==> src/rtl/vgsg_pkg.sv <==
// ----------------------------------------------------------------------------
// vgsg_pkg: shared types, stroke program and arithmetic helpers
// Holds the stroke program of every glyph, the reciprocal table used for the
// interpolation divide and the controller/datapath command and status structs.
// ----------------------------------------------------------------------------
package vgsg_pkg;

    localparam int CoordW    = 16;
    localparam int ProgDepth = 67;
    localparam int IdxW      = 7;
    localparam int MaxWords  = 60;
    localparam int RecipW    = 24;
    localparam int RecipShift = 23;

    localparam logic [2:0] GLYPH_A       = 3'd0;
    localparam logic [2:0] GLYPH_B       = 3'd1;
    localparam logic [2:0] GLYPH_C       = 3'd2;
    localparam logic [2:0] GLYPH_D       = 3'd3;
    localparam logic [2:0] GLYPH_E       = 3'd4;
    localparam logic [2:0] GLYPH_CIRCLE  = 3'd5;
    localparam logic [2:0] GLYPH_CROSS   = 3'd6;
    localparam logic [2:0] GLYPH_UNKNOWN = 3'd7;

    localparam logic [1:0] REG_ORIGIN_X     = 2'd0;
    localparam logic [1:0] REG_ORIGIN_Y     = 2'd1;
    localparam logic [1:0] REG_GLYPH_SIZE   = 2'd2;
    localparam logic [1:0] REG_INTERP_STEPS = 2'd3;

    localparam logic K_POINT = 1'b0;
    localparam logic K_SEG   = 1'b1;

    // One entry of the stroke program.
    typedef struct packed {
        logic       kind;
        logic       pen;
        logic       start;
        logic       last;
        logic [8:0] vx;
        logic [8:0] vy;
    } op_t;

    typedef struct packed {
        logic start;
        logic scale;
        logic mul1;
        logic mul2;
        logic emit_pt;
        logic emit_seg;
    } cmd_t;

    typedef struct packed {
        logic accept;
        logic code_empty;
        logic is_seg;
        logic step_done;
        logic pt_final;
        logic seg_final;
        logic out_free;
    } stat_t;

    function automatic op_t mk(input logic kind, input logic pen, input logic start,
                               input logic last, input logic [8:0] vx,
                               input logic [8:0] vy);
        op_t o;
        o.kind  = kind;
        o.pen   = pen;
        o.start = start;
        o.last  = last;
        o.vx    = vx;
        o.vy    = vy;
        return o;
    endfunction

    function automatic op_t pt(input logic [8:0] vx, input logic [8:0] vy);
        return mk(K_POINT, 1'b1, 1'b1, 1'b0, vx, vy);
    endfunction

    function automatic op_t sg(input logic [8:0] vx, input logic [8:0] vy,
                               input logic last);
        return mk(K_SEG, 1'b1, 1'b0, last, vx, vy);
    endfunction

    function automatic op_t mf(input logic [8:0] vx, input logic [8:0] vy);
        return mk(K_POINT, 1'b0, 1'b1, 1'b0, vx, vy);
    endfunction

    function automatic op_t mt(input logic [8:0] vx, input logic [8:0] vy);
        return mk(K_POINT, 1'b0, 1'b0, 1'b0, vx, vy);
    endfunction

    function automatic op_t cp(input logic [8:0] vx, input logic [8:0] vy,
                               input logic start, input logic last);
        return mk(K_POINT, 1'b1, start, last, vx, vy);
    endfunction

    // First program entry of each glyph.
    function automatic logic [IdxW-1:0] glyph_base(input logic [2:0] code);
        logic [IdxW-1:0] b;
        case (code)
            GLYPH_A:      b = 7'd0;
            GLYPH_B:      b = 7'd7;
            GLYPH_C:      b = 7'd18;
            GLYPH_D:      b = 7'd22;
            GLYPH_E:      b = 7'd28;
            GLYPH_CIRCLE: b = 7'd36;
            GLYPH_CROSS:  b = 7'd61;
            default:      b = 7'd0;
        endcase
        return b;
    endfunction

    // Stroke program: vertices in Q8 of the unit square.
    function automatic op_t op_rom(input logic [IdxW-1:0] idx);
        op_t o;
        case (idx)
            // A
            7'd0:  o = pt(9'd0, 9'd0);
            7'd1:  o = sg(9'd128, 9'd256, 1'b0);
            7'd2:  o = sg(9'd256, 9'd0, 1'b0);
            7'd3:  o = mf(9'd256, 9'd0);
            7'd4:  o = mt(9'd64, 9'd128);
            7'd5:  o = pt(9'd64, 9'd128);
            7'd6:  o = sg(9'd192, 9'd128, 1'b1);
            // B
            7'd7:  o = pt(9'd0, 9'd0);
            7'd8:  o = sg(9'd0, 9'd256, 1'b0);
            7'd9:  o = sg(9'd205, 9'd256, 1'b0);
            7'd10: o = sg(9'd205, 9'd128, 1'b0);
            7'd11: o = sg(9'd0, 9'd128, 1'b0);
            7'd12: o = mf(9'd0, 9'd128);
            7'd13: o = mt(9'd0, 9'd128);
            7'd14: o = pt(9'd0, 9'd128);
            7'd15: o = sg(9'd256, 9'd128, 1'b0);
            7'd16: o = sg(9'd256, 9'd0, 1'b0);
            7'd17: o = sg(9'd0, 9'd0, 1'b1);
            // C
            7'd18: o = pt(9'd256, 9'd256);
            7'd19: o = sg(9'd0, 9'd256, 1'b0);
            7'd20: o = sg(9'd0, 9'd0, 1'b0);
            7'd21: o = sg(9'd256, 9'd0, 1'b1);
            // D
            7'd22: o = pt(9'd0, 9'd0);
            7'd23: o = sg(9'd0, 9'd256, 1'b0);
            7'd24: o = sg(9'd179, 9'd256, 1'b0);
            7'd25: o = sg(9'd256, 9'd128, 1'b0);
            7'd26: o = sg(9'd179, 9'd0, 1'b0);
            7'd27: o = sg(9'd0, 9'd0, 1'b1);
            // E
            7'd28: o = pt(9'd256, 9'd256);
            7'd29: o = sg(9'd0, 9'd256, 1'b0);
            7'd30: o = sg(9'd0, 9'd0, 1'b0);
            7'd31: o = sg(9'd256, 9'd0, 1'b0);
            7'd32: o = mf(9'd256, 9'd0);
            7'd33: o = mt(9'd0, 9'd128);
            7'd34: o = pt(9'd0, 9'd128);
            7'd35: o = sg(9'd192, 9'd128, 1'b1);
            // Circle: 128 plus the rounded Q7 cosine and sine, every 15 degrees.
            7'd36: o = cp(9'd256, 9'd128, 1'b1, 1'b0);
            7'd37: o = cp(9'd252, 9'd161, 1'b0, 1'b0);
            7'd38: o = cp(9'd239, 9'd192, 1'b0, 1'b0);
            7'd39: o = cp(9'd219, 9'd219, 1'b0, 1'b0);
            7'd40: o = cp(9'd192, 9'd239, 1'b0, 1'b0);
            7'd41: o = cp(9'd161, 9'd252, 1'b0, 1'b0);
            7'd42: o = cp(9'd128, 9'd256, 1'b0, 1'b0);
            7'd43: o = cp(9'd95, 9'd252, 1'b0, 1'b0);
            7'd44: o = cp(9'd64, 9'd239, 1'b0, 1'b0);
            7'd45: o = cp(9'd37, 9'd219, 1'b0, 1'b0);
            7'd46: o = cp(9'd17, 9'd192, 1'b0, 1'b0);
            7'd47: o = cp(9'd4, 9'd161, 1'b0, 1'b0);
            7'd48: o = cp(9'd0, 9'd128, 1'b0, 1'b0);
            7'd49: o = cp(9'd4, 9'd95, 1'b0, 1'b0);
            7'd50: o = cp(9'd17, 9'd64, 1'b0, 1'b0);
            7'd51: o = cp(9'd37, 9'd37, 1'b0, 1'b0);
            7'd52: o = cp(9'd64, 9'd17, 1'b0, 1'b0);
            7'd53: o = cp(9'd95, 9'd4, 1'b0, 1'b0);
            7'd54: o = cp(9'd128, 9'd0, 1'b0, 1'b0);
            7'd55: o = cp(9'd161, 9'd4, 1'b0, 1'b0);
            7'd56: o = cp(9'd192, 9'd17, 1'b0, 1'b0);
            7'd57: o = cp(9'd219, 9'd37, 1'b0, 1'b0);
            7'd58: o = cp(9'd239, 9'd64, 1'b0, 1'b0);
            7'd59: o = cp(9'd252, 9'd95, 1'b0, 1'b0);
            7'd60: o = cp(9'd256, 9'd128, 1'b0, 1'b1);
            // Cross
            7'd61: o = pt(9'd0, 9'd256);
            7'd62: o = sg(9'd256, 9'd0, 1'b0);
            7'd63: o = mf(9'd256, 9'd0);
            7'd64: o = mt(9'd0, 9'd0);
            7'd65: o = pt(9'd0, 9'd0);
            7'd66: o = sg(9'd256, 9'd256, 1'b1);
            default: o = mk(K_POINT, 1'b0, 1'b0, 1'b1, 9'd0, 9'd0);
        endcase
        return o;
    endfunction

    // ceil(2^23 / n) for n = 1..8, exact for dividends below 2^19.
    function automatic logic [RecipW-1:0] recip(input logic [3:0] n);
        logic [RecipW-1:0] r;
        case (n)
            4'd1:    r = 24'd8388608;
            4'd2:    r = 24'd4194304;
            4'd3:    r = 24'd2796203;
            4'd4:    r = 24'd2097152;
            4'd5:    r = 24'd1677722;
            4'd6:    r = 24'd1398102;
            4'd7:    r = 24'd1198373;
            default: r = 24'd1048576;
        endcase
        return r;
    endfunction

    // Clamp a 20-bit signed value to the signed coordinate range.
    function automatic logic [CoordW-1:0] sat(input logic signed [19:0] v);
        logic [CoordW-1:0] r;
        if (v > 20'sd32767)
            r = 16'h7FFF;
        else if (v < -20'sd32768)
            r = 16'h8000;
        else
            r = v[15:0];
        return r;
    endfunction

endpackage

==> src/rtl/vgsg_if.sv <==
// ----------------------------------------------------------------------------
// vgsg_if: valid/ready channels of the glyph stroke generator
// The glyph code channel and the point channel, each with source and sink.
// ----------------------------------------------------------------------------
interface vgsg_glyph_if;
    logic       valid;
    logic       ready;
    logic [2:0] glyph_code;

    modport source (output valid, output glyph_code, input ready);
    modport sink (input valid, input glyph_code, output ready);
endinterface

interface vgsg_point_if;
    logic        valid;
    logic        ready;
    logic [15:0] point_x;
    logic [15:0] point_y;
    logic        pen_down;
    logic        stroke_start;
    logic        last_point;

    modport source (output valid, output point_x, output point_y, output pen_down,
                    output stroke_start, output last_point, input ready);
    modport sink (input valid, input point_x, input point_y, input pen_down,
                  input stroke_start, input last_point, output ready);
endinterface

==> src/rtl/vgsg_ctrl.sv <==
// ----------------------------------------------------------------------------
// vgsg_ctrl: sequencing state machine
// Walks the stroke program one entry at a time and issues datapath commands.
// ----------------------------------------------------------------------------
module vgsg_ctrl (
    input  logic            clk,
    input  logic            rst_n,
    input  vgsg_pkg::stat_t stat,
    output vgsg_pkg::cmd_t  cmd,
    output logic            in_ready
);

    typedef enum logic [2:0] {
        S_IDLE,
        S_SCALE,
        S_POINT,
        S_MUL1,
        S_MUL2,
        S_SEG
    } state_t;

    state_t state_reg, state_next;

    // Commands follow the state; emits wait for a free output register.
    always_comb
    begin
        cmd          = '0;
        state_next   = state_reg;
        cmd.start    = (state_reg == S_IDLE) && stat.accept;
        cmd.scale    = (state_reg == S_SCALE);
        cmd.mul1     = (state_reg == S_MUL1);
        cmd.mul2     = (state_reg == S_MUL2);
        cmd.emit_pt  = (state_reg == S_POINT) && stat.out_free;
        cmd.emit_seg = (state_reg == S_SEG) && stat.out_free;
        case (state_reg)
            S_IDLE:
            begin
                if (stat.accept && !stat.code_empty)
                    state_next = S_SCALE;
            end
            S_SCALE:
            begin
                state_next = stat.is_seg ? S_MUL1 : S_POINT;
            end
            S_POINT:
            begin
                if (stat.out_free)
                    state_next = stat.pt_final ? S_IDLE : S_SCALE;
            end
            S_MUL1:
            begin
                state_next = S_MUL2;
            end
            S_MUL2:
            begin
                state_next = S_SEG;
            end
            S_SEG:
            begin
                if (stat.out_free)
                begin
                    if (stat.seg_final)
                        state_next = S_IDLE;
                    else if (stat.step_done)
                        state_next = S_SCALE;
                    else
                        state_next = S_MUL1;
                end
            end
            default:
            begin
                state_next = S_IDLE;
            end
        endcase
    end

    // State register.
    always_ff @(posedge clk or negedge rst_n)
    begin
        if (!rst_n)
            state_reg <= S_IDLE;
        else
            state_reg <= state_next;
    end

    assign in_ready = (state_reg == S_IDLE);

endmodule

==> src/rtl/vgsg_datapath.sv <==
// ----------------------------------------------------------------------------
// vgsg_datapath: configuration, vertex scaling and interpolation
// Holds the registers, scales program vertices, interpolates segments with a
// reciprocal multiply and drives the output word register.
// ----------------------------------------------------------------------------
module vgsg_datapath (
    input  logic              clk,
    input  logic              rst_n,
    input  logic              cfg_we,
    input  logic [1:0]        cfg_index,
    input  logic [15:0]       cfg_data,
    input  logic              in_valid,
    input  logic              in_ready,
    input  logic [2:0]        in_code,
    input  vgsg_pkg::cmd_t    cmd,
    output vgsg_pkg::stat_t   stat,
    output logic              out_valid,
    input  logic              out_ready,
    output logic [15:0]       out_x,
    output logic [15:0]       out_y,
    output logic              out_pen,
    output logic              out_start,
    output logic              out_last
);

    logic [15:0] org_x_reg, org_y_reg;
    logic [14:0] size_reg;
    logic [3:0]  steps_reg;

    logic [vgsg_pkg::IdxW-1:0] idx_reg;
    logic [3:0]  n_reg, step_reg, n_next;
    logic [5:0]  count_reg;
    logic signed [17:0] ps_x_reg, ps_y_reg, e_x_reg, e_y_reg;
    logic [19:0] dm_x_reg, dm_y_reg;
    logic        neg_x_reg, neg_y_reg;
    logic [18:0] q_x_reg, q_y_reg;
    logic        out_valid_reg;

    vgsg_pkg::op_t op;
    logic        cap_hit;
    logic [23:0] px, py;
    logic [15:0] sx, sy;
    logic signed [17:0] e_x_next, e_y_next;
    logic signed [21:0] diff_x, diff_y, d_x, d_y;
    logic [20:0] mag_x, mag_y;
    logic [43:0] prod_x, prod_y;
    logic signed [19:0] v_x, v_y;

    assign op      = vgsg_pkg::op_rom(idx_reg);
    assign cap_hit = (count_reg == 6'(vgsg_pkg::MaxWords - 1));

    // Effective step count: zero acts as one, above eight acts as eight.
    always_comb
    begin
        if (steps_reg == 4'd0)
            n_next = 4'd1;
        else if (steps_reg > 4'd8)
            n_next = 4'd8;
        else
            n_next = steps_reg;
    end

    // Vertex scaling with round half up, then origin offset.
    always_comb
    begin
        px       = 24'(op.vx) * 24'(size_reg);
        py       = 24'(op.vy) * 24'(size_reg);
        sx       = 16'((px + 24'd128) >> 8);
        sy       = 16'((py + 24'd128) >> 8);
        e_x_next = $signed({{2{org_x_reg[15]}}, org_x_reg}) + $signed({2'b00, sx});
        e_y_next = $signed({{2{org_y_reg[15]}}, org_y_reg}) + $signed({2'b00, sy});
    end

    // Segment offset times step index, as magnitude and sign.
    always_comb
    begin
        diff_x = 22'(e_x_reg) - 22'(ps_x_reg);
        diff_y = 22'(e_y_reg) - 22'(ps_y_reg);
        d_x    = diff_x * $signed({18'd0, step_reg});
        d_y    = diff_y * $signed({18'd0, step_reg});
        mag_x  = d_x[21] ? 21'(-d_x) : 21'(d_x);
        mag_y  = d_y[21] ? 21'(-d_y) : 21'(d_y);
    end

    // Rounded quotient by reciprocal multiply.
    always_comb
    begin
        prod_x = 44'(dm_x_reg) * 44'(vgsg_pkg::recip(n_reg));
        prod_y = 44'(dm_y_reg) * 44'(vgsg_pkg::recip(n_reg));
    end

    // Interpolated point, halves away from zero.
    always_comb
    begin
        v_x = neg_x_reg ? 20'(ps_x_reg) - $signed({1'b0, q_x_reg})
                        : 20'(ps_x_reg) + $signed({1'b0, q_x_reg});
        v_y = neg_y_reg ? 20'(ps_y_reg) - $signed({1'b0, q_y_reg})
                        : 20'(ps_y_reg) + $signed({1'b0, q_y_reg});
    end

    // Configuration registers.
    always_ff @(posedge clk or negedge rst_n)
    begin
        if (!rst_n)
        begin
            org_x_reg <= 16'd0;
            org_y_reg <= 16'd0;
            size_reg  <= 15'd256;
            steps_reg <= 4'd4;
        end
        else if (cfg_we)
        begin
            case (cfg_index)
                vgsg_pkg::REG_ORIGIN_X:     org_x_reg <= cfg_data;
                vgsg_pkg::REG_ORIGIN_Y:     org_y_reg <= cfg_data;
                vgsg_pkg::REG_GLYPH_SIZE:   size_reg  <= cfg_data[14:0];
                vgsg_pkg::REG_INTERP_STEPS: steps_reg <= cfg_data[3:0];
                default: ;
            endcase
        end
    end

    // Sequencing control: program index, step and word counters.
    always_ff @(posedge clk or negedge rst_n)
    begin
        if (!rst_n)
        begin
            idx_reg   <= '0;
            n_reg     <= 4'd1;
            step_reg  <= 4'd1;
            count_reg <= 6'd0;
        end
        else
        begin
            if (cmd.start)
            begin
                idx_reg   <= vgsg_pkg::glyph_base(in_code);
                n_reg     <= n_next;
                count_reg <= 6'd0;
            end
            if (cmd.scale)
                step_reg <= 4'd1;
            if (cmd.emit_pt)
            begin
                idx_reg   <= idx_reg + 1'b1;
                count_reg <= count_reg + 1'b1;
            end
            if (cmd.emit_seg)
            begin
                count_reg <= count_reg + 1'b1;
                if (step_reg == n_reg)
                    idx_reg <= idx_reg + 1'b1;
                else
                    step_reg <= step_reg + 1'b1;
            end
        end
    end

    // Arithmetic pipeline registers.
    always_ff @(posedge clk)
    begin
        if (cmd.scale)
        begin
            e_x_reg <= e_x_next;
            e_y_reg <= e_y_next;
        end
        if (cmd.emit_pt || (cmd.emit_seg && step_reg == n_reg))
        begin
            ps_x_reg <= e_x_reg;
            ps_y_reg <= e_y_reg;
        end
        if (cmd.mul1)
        begin
            dm_x_reg  <= 20'(mag_x) + 20'(n_reg >> 1);
            dm_y_reg  <= 20'(mag_y) + 20'(n_reg >> 1);
            neg_x_reg <= d_x[21];
            neg_y_reg <= d_y[21];
        end
        if (cmd.mul2)
        begin
            q_x_reg <= prod_x[vgsg_pkg::RecipShift+18:vgsg_pkg::RecipShift];
            q_y_reg <= prod_y[vgsg_pkg::RecipShift+18:vgsg_pkg::RecipShift];
        end
    end

    // Output word register.
    always_ff @(posedge clk or negedge rst_n)
    begin
        if (!rst_n)
            out_valid_reg <= 1'b0;
        else if (cmd.emit_pt || cmd.emit_seg)
            out_valid_reg <= 1'b1;
        else if (out_ready)
            out_valid_reg <= 1'b0;
    end

    always_ff @(posedge clk)
    begin
        if (cmd.emit_pt)
        begin
            out_x     <= vgsg_pkg::sat(20'(e_x_reg));
            out_y     <= vgsg_pkg::sat(20'(e_y_reg));
            out_pen   <= op.pen;
            out_start <= op.start;
            out_last  <= op.last || cap_hit;
        end
        else if (cmd.emit_seg)
        begin
            out_x     <= vgsg_pkg::sat(v_x);
            out_y     <= vgsg_pkg::sat(v_y);
            out_pen   <= 1'b1;
            out_start <= 1'b0;
            out_last  <= (op.last && step_reg == n_reg) || cap_hit;
        end
    end

    assign out_valid = out_valid_reg;

    // Status towards the controller.
    always_comb
    begin
        stat.accept     = in_valid && in_ready;
        stat.code_empty = (in_code == vgsg_pkg::GLYPH_UNKNOWN);
        stat.is_seg     = (op.kind == vgsg_pkg::K_SEG);
        stat.step_done  = (step_reg == n_reg);
        stat.pt_final   = op.last || cap_hit;
        stat.seg_final  = (op.last && step_reg == n_reg) || cap_hit;
        stat.out_free   = !out_valid_reg || out_ready;
    end

endmodule

==> src/rtl/vector_glyph_stroke_generator.sv <==
// ----------------------------------------------------------------------------
// vector_glyph_stroke_generator: pen-plotter point lists for glyph codes
// A glyph code in, a sequence of saturated Q12.4 points out.
// ----------------------------------------------------------------------------
// The first word is loaded in the point state that follows the scale state once
// the glyph code is accepted. Each vertex or move point passes through a scale
// state and a point state; each segment scales its end vertex once and then takes
// every interpolated point through the two multiply states and the segment state.
// Output stalls hold the sequence; a new code is taken once the last word is loaded.
// Unknown codes are taken without output. Reset clears the control state and restores the defaults.
module vector_glyph_stroke_generator (
    input  logic          clk,
    input  logic          rst_n,
    input  logic          cfg_we,
    input  logic [1:0]    cfg_index,
    input  logic [15:0]   cfg_data,
    vgsg_glyph_if.sink    glyph_in,
    vgsg_point_if.source  point_out
);

    vgsg_pkg::cmd_t  cmd;
    vgsg_pkg::stat_t stat;
    logic            in_ready;

    assign glyph_in.ready = in_ready;

    // Sequencer.
    vgsg_ctrl u_ctrl (
        .clk      (clk),
        .rst_n    (rst_n),
        .stat     (stat),
        .cmd      (cmd),
        .in_ready (in_ready)
    );

    // Arithmetic and output word.
    vgsg_datapath u_datapath (
        .clk       (clk),
        .rst_n     (rst_n),
        .cfg_we    (cfg_we),
        .cfg_index (cfg_index),
        .cfg_data  (cfg_data),
        .in_valid  (glyph_in.valid),
        .in_ready  (in_ready),
        .in_code   (glyph_in.glyph_code),
        .cmd       (cmd),
        .stat      (stat),
        .out_valid (point_out.valid),
        .out_ready (point_out.ready),
        .out_x     (point_out.point_x),
        .out_y     (point_out.point_y),
        .out_pen   (point_out.pen_down),
        .out_start (point_out.stroke_start),
        .out_last  (point_out.last_point)
    );

endmodule

==> src/flat_wrapper.sv <==
// flat-port wrapper written by rule: the top's interface ports become plain ports
module vector_glyph_stroke_generator_flat 
  (clk, rst_n, cfg_we, cfg_index, cfg_data, glyph_in_valid, glyph_in_glyph_code, glyph_in_ready, point_out_valid, point_out_point_x, point_out_point_y, point_out_pen_down, point_out_stroke_start, point_out_last_point, point_out_ready);
  vgsg_glyph_if glyph_in_i ();
  vgsg_point_if point_out_i ();
  input  logic clk;
  input  logic rst_n;
  input  logic cfg_we;
  input  logic [1:0] cfg_index;
  input  logic [15:0] cfg_data;
  input wire logic [$bits(glyph_in_i.valid)-1:0] glyph_in_valid;
  input wire logic [$bits(glyph_in_i.glyph_code)-1:0] glyph_in_glyph_code;
  output wire logic [$bits(glyph_in_i.ready)-1:0] glyph_in_ready;
  output wire logic [$bits(point_out_i.valid)-1:0] point_out_valid;
  output wire logic [$bits(point_out_i.point_x)-1:0] point_out_point_x;
  output wire logic [$bits(point_out_i.point_y)-1:0] point_out_point_y;
  output wire logic [$bits(point_out_i.pen_down)-1:0] point_out_pen_down;
  output wire logic [$bits(point_out_i.stroke_start)-1:0] point_out_stroke_start;
  output wire logic [$bits(point_out_i.last_point)-1:0] point_out_last_point;
  input wire logic [$bits(point_out_i.ready)-1:0] point_out_ready;
  assign glyph_in_i.valid = glyph_in_valid;
  assign glyph_in_i.glyph_code = glyph_in_glyph_code;
  assign glyph_in_ready = glyph_in_i.ready;
  assign point_out_valid = point_out_i.valid;
  assign point_out_point_x = point_out_i.point_x;
  assign point_out_point_y = point_out_i.point_y;
  assign point_out_pen_down = point_out_i.pen_down;
  assign point_out_stroke_start = point_out_i.stroke_start;
  assign point_out_last_point = point_out_i.last_point;
  assign point_out_i.ready = point_out_ready;
  vector_glyph_stroke_generator u_core (.clk(clk), .rst_n(rst_n), .cfg_we(cfg_we), .cfg_index(cfg_index), .cfg_data(cfg_data), .glyph_in(glyph_in_i), .point_out(point_out_i));
endmodule
==> config.mk <==
export PLATFORM = sky130hd
export DESIGN_NAME = vector_glyph_stroke_generator_flat
export DESIGN_NICKNAME = d
export VERILOG_FILES = /design/src/rtl/vgsg_pkg.sv /design/src/rtl/vgsg_if.sv /design/src/rtl/vgsg_ctrl.sv /design/src/rtl/vgsg_datapath.sv /design/src/rtl/vector_glyph_stroke_generator.sv /design/src/flat_wrapper.sv
export SDC_FILE = /design/constraint.sdc
export NUM_CORES = 2
export LEC_CHECK = 0
export BUFFER_PORTS_ARGS = -buffer_cell sky130_fd_sc_hd__buf_2
export CAP_MARGIN = 25
export CORE_MARGIN = 8
export CORE_UTILIZATION = 40
export CTS_BUF_LIST = sky130_fd_sc_hd__clkbuf_8 sky130_fd_sc_hd__clkbuf_16
export CTS_CLUSTER_SIZE = 14
export DETAILED_ROUTE_END_ITERATION = 10
export SLEW_MARGIN = 25
export SYNTH_ARGS = -nofsm -noshare
export SYNTH_HDL_FRONTEND = slang
export SYNTH_SLANG_ARGS = --single-unit
==> constraint.sdc <==
create_clock -name clk -period 11.9 [get_ports clk]
set_input_delay 1.19 -clock clk [delete_from_list [all_inputs] [get_ports clk]]
set_output_delay 1.19 -clock clk [all_outputs]
set_load 0.05 [all_outputs]
==> Yosys cells after proc, flatten, opt, wreduce, memory -nomap -nowiden <==
Memory sizes are Yosys's and may differ from the RTL's.
Cells that the tools add are included.
{ "totals": {"wordCells": 156, "ff_bits": 263, "mem_bits_ro": 2816, "memories": 1} }
{ "op_classes": {"mux": 46, "multipliers": 6, "addsub": 17, "n_reduce_logical": 25, "n_lt_le_gt_ge": 9, "eq_ne": 27} }
{ "mem_list": {"columns": ["memory", "words", "width", "read_ports", "rd_ports_with_merged_regs", "write_ports", "line_no", "source"], "rows": [
  ["(no name shown)", 128, 22, 1, 0, 0, "vgsg_pkg.sv:115", "case (idx)"]
]} }
{ "ops": {"columns": ["cell", "count"], "rows": [
  ["16-bit two-way mux", 12],
  ["24-bit case mux with 7 select lines", 1],
  ["20-bit by 24-bit multiplier with 42-bit output", 2],
  ["20-bit two-way mux", 4],
  ["24-bit by 8-bit adder with 24-bit output, second input constant", 2],
  ["9-bit by 15-bit multiplier with 24-bit output", 2],
  ["19-bit by 5-bit multiplier with 22-bit output", 2],
  ["18-bit by 20-bit adder with 20-bit output", 2],
  ["20-bit by 3-bit adder with 20-bit output", 2],
  ["20-bit by 16-bit > comparator with 1-bit output, second input constant", 2],
  ["20-bit by 16-bit less-than comparator with 1-bit output, second input constant", 2],
  ["20-bit negation", 2],
  ["18-bit by 20-bit subtractor with 20-bit output", 2],
  ["18-bit by 18-bit subtractor with 19-bit output", 2],
  ["16-bit by 17-bit adder with 18-bit output", 2],
  ["18-bit by 16-bit > comparator with 1-bit output, second input constant", 2],
  ["18-bit by 16-bit less-than comparator with 1-bit output, second input constant", 2],
  ["6-bit case mux with 6 select lines", 1],
  ["7-bit two-way mux", 4],
  ["4-bit two-way mux", 5],
  ["3-bit == test, second input constant", 6],
  ["6-bit two-way mux", 3],
  ["3-bit case mux with 6 select lines", 1],
  ["4-bit by 3-bit == test with 1-bit output, second input constant", 4],
  ["27 further kinds", 61]
]} }

==> Depth between registers and ports, before layout <==
{ "depth": {"depth_word": 7, "ltp_mapped": 42, "mapped_depth_nobuf": 39} }

==> Cells and area by module <==
A second synthesis with hierarchy kept.
{ "unflattened": {"cells_unflattened": 6284, "area_unflattened_um2": 57976.9} }
{ "modules_own_cells": {"columns": ["mod", "cells_each", "seq_area_each_um2", "n_inst", "area_each_um2"], "rows": [
  ["vgsg_datapath", 6252, 7447.1, 1, 57737.9],
  ["vgsg_ctrl", 32, 75.1, 1, 239.0]
]} }

==> Least setup slack after synthesis <==
Ideal clock, no wire load.
{ "synth_timing": {"kind": "reg2reg", "startpoint": "register u_core.u_datapath.idx_reg[0] (netlist bit)", "endpoint": "register u_core.u_datapath.e_x_reg[17] (data pin)", "t_arrival_ps": 8505, "synth_period_minus_slack_ps": 8771, "setup_time_ps": 266, "path_stages_with_launch": 37, "path_slack_ps": 3129, "path_buffers": 3, "cell_sequence": "dfrtp_1 clkbuf_1 inv_1 ha_1 clkbuf_1 nor2b_1 and2_1 nor2_1 a211oi_1 clkbuf_1 nand2_1 fa_1 inv_1 fa_1 inv_1 fa_1 inv_1 fa_1 fa_1 ha_1 nand2_1 o21ai_1 nor2_1 nor2b_1 o21a_1 nor2_1 ha_1 a21oi_1 o21bai_1 a21oi_1 nor2b_1 o21a_1 o31a_1 o41ai_1 o21ai_0 o41ai_1 xnor2_1"} }
{ "synth_between": {"elab_chain_cells": 4} }
{ "synth_lines": {"columns": ["item", "line_no", "source"], "rows": [
  ["start: declaration", "vgsg_datapath.sv:30", "logic [vgsg_pkg::IdxW-1:0] idx_reg;"],
  ["start signal: assignment", "vgsg_datapath.sv:137", "idx_reg <= vgsg_pkg::glyph_base(in_code);"],
  ["start signal: assignment", "vgsg_datapath.sv:145", "idx_reg <= idx_reg + 1'b1;"],
  ["start signal: assignment", "vgsg_datapath.sv:152", "idx_reg <= idx_reg + 1'b1;"],
  ["memory 128 x 22 bit", null, null],
  ["9-bit by 15-bit multiplier with 24-bit output", "vgsg_datapath.sv:66", "px = 24'(op.vx) * 24'(size_reg);"],
  ["24-bit by 8-bit adder with 24-bit output", "vgsg_datapath.sv:68", "sx = 16'((px + 24'd128) >> 8);"],
  ["16-bit by 17-bit adder with 18-bit output", "vgsg_datapath.sv:70", "e_x_next = $signed({{2{org_x_reg[15]}}, org_x_reg}) + $signed({2'b00, sx});"],
  ["named net u_core.u_datapath.e_x_next[17]", "vgsg_datapath.sv:43", "logic signed [17:0] e_x_next, e_y_next;"],
  ["end signal: assignment", "vgsg_datapath.sv:164", "e_x_reg <= e_x_next;"],
  ["end: declaration", "vgsg_datapath.sv:33", "logic signed [17:0] ps_x_reg, ps_y_reg, e_x_reg, e_y_reg;"]
]} }
The timed path passes the listed nets, and every way through them passes these cells.
A chain may end at the register's enable or synchronous reset.

==> Worst setup path after layout <==
{ "layout_timing": {"startpoint": "register u_core.u_datapath.n_reg[1]", "endpoint": "register u_core.u_datapath.q_y_reg[18] (data pin)"} }
{ "layout_between": {"elab_chain_cells": 3, "elab_cells_between_ends": 9, "cone_classes": "mul: 1; eq/ne: 7; mux: 1"} }
{ "layout_lines": {"columns": ["item", "line_no", "source"], "rows": [
  ["start: declaration", "vgsg_datapath.sv:31", "logic [3:0] n_reg, step_reg, n_next;"],
  ["start signal: assignment", "vgsg_datapath.sv:138", "n_reg <= n_next;"],
  ["4-bit by 3-bit == test with 1-bit output (tied with other cells)", "vgsg_pkg.sv:198", "case (n)"],
  ["24-bit case mux with 7 select lines (*)", "vgsg_pkg.sv:198", null],
  ["20-bit by 24-bit multiplier with 42-bit output (*)", "vgsg_datapath.sv:89", "prod_y = 44'(dm_y_reg) * 44'(vgsg_pkg::recip(n_reg));"],
  ["named net u_core.u_datapath.prod_y[41]", "vgsg_datapath.sv:46", "logic [43:0] prod_x, prod_y;"],
  ["end signal: assignment", "vgsg_datapath.sv:182", "q_y_reg <= prod_y[vgsg_pkg::RecipShift+18:vgsg_pkg::RecipShift];"],
  ["end: declaration", "vgsg_datapath.sv:36", "logic [18:0] q_x_reg, q_y_reg;"]
]} }
The timed path passes the listed nets; every way through them passes the cells marked *.

==> reports/results.txt <==
Clock sink count: 263
Hold buffers post-CTS: 0
Most Frequent Cell on Critical Path: fa_1
CTS root buf: clkbuf_16
Commonest cells in the netlist: inv_1 (1,402), fa_1 (996), nand2_1 (646), ha_1 (601), and2_1 (391)
Port Buf Inserts: 62
GPL Wtd Cong: 0.969
Skew-Pair Late Insertion Delay: 0.64 ns
Synth top area share: 34.3%
1st-iter DRT viols: 2,807
Antenna violations before repair: 1
Residual DRC count: 0
CTS tree: done
Tmin final: 10.22 ns
Vias: 42,700
Final ANT Viol Nets: 0
Gr ovfl total: 0
IO Count: 63
Final period utilization: 85.9%
Worst setup SP type: register
Worst slew margin: 28.4%
Synth Register Bits: 263
Critical path class: register to register
Critical path fanouts, max: 40
Total Wirelength: 165,000 um
Drt wl/cell: 20.0 um
Avg Inst Size Synth: 9.16 um^2
First-pass GRT wire length: 260,000 um
Count of final hold-check violations: 0
Setup ws final: 1.68 ns
Total track usage: 20.9%
Final setup fails: 0
Prevailing post-synth register cell: edfxtp_1
Setup crit end kind: register
FF-to-FF End: u_core.u_datapath.q_y_reg[18]$_DFFE_PN_
Mapped Cells: 6,358
Setup TNS: 0 ns
Area taken by multi-input logic gates: 44,700 um^2
Vias in the first global route: 45,100
Biggest area consumer among synthesized cells: fa_1
HPWL Detailed: 137,000 um
Post-CTS Setup Repair Bufs: 0
WHS Endpoint: u_core.u_datapath.step_reg[3]$_DFF_PN0_
Status: finished, final reports clean
DR vias/cell: 5.19
Die height: 397 um
Hold Path Class: register to register
Fin util: 42.6%
Post-CTS sizing: 0
Seq/Total Area, Yosys: 12.9%
Highest clock rate: 97.9 MHz
Drt first pass iters: 6
Post-synthesis cell type count: 113
Non-Filler Instances: 8,234
Sequential Area: 7520 um^2
Hold path start: u_core.u_datapath.step_reg[3]$_DFF_PN0_
Top cells by area, synth: fa_1 (34%), ha_1 (13%), edfxtp_1 (9.6%), inv_1 (9.0%), and2_1 (4.2%)
Mapped Area: 58,200 um^2
Maximum number of pins on one net before global-route repair: 56
Actual slew at the worst max-slew pin: 1.07 ns
Slowest cell on the critical path: a221oi_1
Most common cell in the netlist: inv_1
Die ar.: 158,000 um^2
Num rows: 140
Starting density of the core: 40.1%
Unrepaired setup endpoints after global routing: false
Die X: 397 um
CTS clk-pin slew, worst paths: 0.06 ns
Core Area: 145,000 um^2
Share of cells above drive strength 1: 5.16%
Net Count, Synth: 7,981
Worst Path Arrival: 10.60 ns
Asr flop ratio synth: 28.9%
Placed cell count: 8,174
Post-synth EDFFs: 187
Num CTS Buffers: 31
Worst path required time: 12.28 ns
Final Max Tran Viols: 0
Area grow syn2layout: 6.07%
FF-to-FF setup slack: 1.68 ns
Pre-CTS setup slack: 1.74 ns
Yosys Warn Count: 0
Reg2Reg Depth: 29
Worst path max stage delay: 0.88 ns
Final nets: 7,914
Number of H-tree levels: 1
Count of filler cells inserted in the layout: 14,400
Hold-critical path depth: 1
Clk buf depth: 3
Max-Cap Viols: 0
Clock skew: 0.0342 ns
Critical R2R Launch: u_core.u_datapath.n_reg[1]$_DFFE_PN0P_
## metrics by stage
| step | area (um^2) | hold slack [ns] |
|---|---|---|
| floorplan | 58200 | 0.439 |
| global placement | 60600 | 0.481 |
| detailed placement | 60600 | 0.489 |
| CTS | 61700 | 0.492 |
| global route | 61700 | 0.511 |
| finish | 61700 | 0.503 |
## critical path, delay by kind of cell, from the launching register on
kind / cells / cell delay, ns
flip-flops: 1 / 0.70
AND/OR/NAND/NOR: 7 / 1.80
adder cells (fa/ha/maj): 8 / 3.80
XOR/XNOR: 1 / 0.07
buffers and inverters: 5 / 0.77
AO/OA/AOI/OAI: 8 / 2.81
## worst max path at each step
stage	from	to	slack (ns)	cells after the start
6_report	u_core.u_datapath.n_reg[1]$_DFFE_PN0P_	u_core.u_datapath.q_y_reg[18]$_DFFE_PN_	1.68	29
5_1_grt	u_core.u_datapath.n_reg[1]$_DFFE_PN0P_	u_core.u_datapath.q_y_reg[18]$_DFFE_PN_	1.20	29
3_5_place_dp	u_core.u_datapath.n_reg[1]$_DFFE_PN0P_	u_core.u_datapath.q_y_reg[18]$_DFFE_PN_	1.74	29
2_1_floorplan	u_core.u_datapath.idx_reg[0]$_DFF_PN0_	u_core.u_datapath.e_x_reg[17]$_DFFE_PP_	3.13	36
4_1_cts	u_core.u_datapath.n_reg[1]$_DFFE_PN0P_	u_core.u_datapath.q_y_reg[18]$_DFFE_PN_	1.75	28
3_3_place_gp	u_core.u_datapath.n_reg[1]$_DFFE_PN0P_	u_core.u_datapath.q_y_reg[18]$_DFFE_PN_	1.97	29
## cell usage in the layout, fill, tap and decap left out, types with 27 or more instances in the layout
| cell | count |
|---|---|
| mux2_2 | 52 |
| o21a_1 | 43 |
| a21o_1 | 52 |
| ha_1 | 601 |
| nor3_1 | 78 |
| xnor2_1 | 226 |
| nand3_1 | 84 |
| fa_1 | 996 |
| and3_1 | 41 |
| clkbuf_16 | 36 |
| buf_4 | 54 |
| dfrtp_1 | 71 |
| buf_2 | 61 |
| a211oi_1 | 36 |
| edfxtp_1 | 187 |
| nand2_1 | 646 |
| a31oi_1 | 27 |
| nand2b_1 | 46 |
| nor2_1 | 280 |
| or2_2 | 28 |
| a21oi_1 | 183 |
| and2_1 | 392 |
| xor2_1 | 82 |
| inv_1 | 1403 |
| o21ai_0 | 139 |
| nor2b_1 | 55 |
## kinds of logic after synthesis
family	share of synthesized area, %
buf+inv	10.5
mux	1.16
compound gates	8.45
flops	12.9
fa+ha+maj	47.2
xor+xnor	4.75
simple gates	15.1
## layer usage
metal	part of all wire [%]	track usage, %
met1	42	27.3
met5	0	0
met2	49	36.6
met4	4.1	7.33
met3	4.3	1.58
## area by class of cell
cell class | count | area share [%]
Sequential cell | 263 | 12.2
Timing Repair Buffer | 115 | 1.15
Antenna cell | 1 | 0.00405
Clock inverter | 15 | 0.186
Tap cell | 1917 | 3.88
Multi-Input combinational cell | 4477 | 72.4
Clock buffer | 43 | 1.61
Inverter | 1403 | 8.53
Power is left out: the tool's default activity adds up to more than one toggle a clock period on the data nets, which glitch-free logic cannot reach.
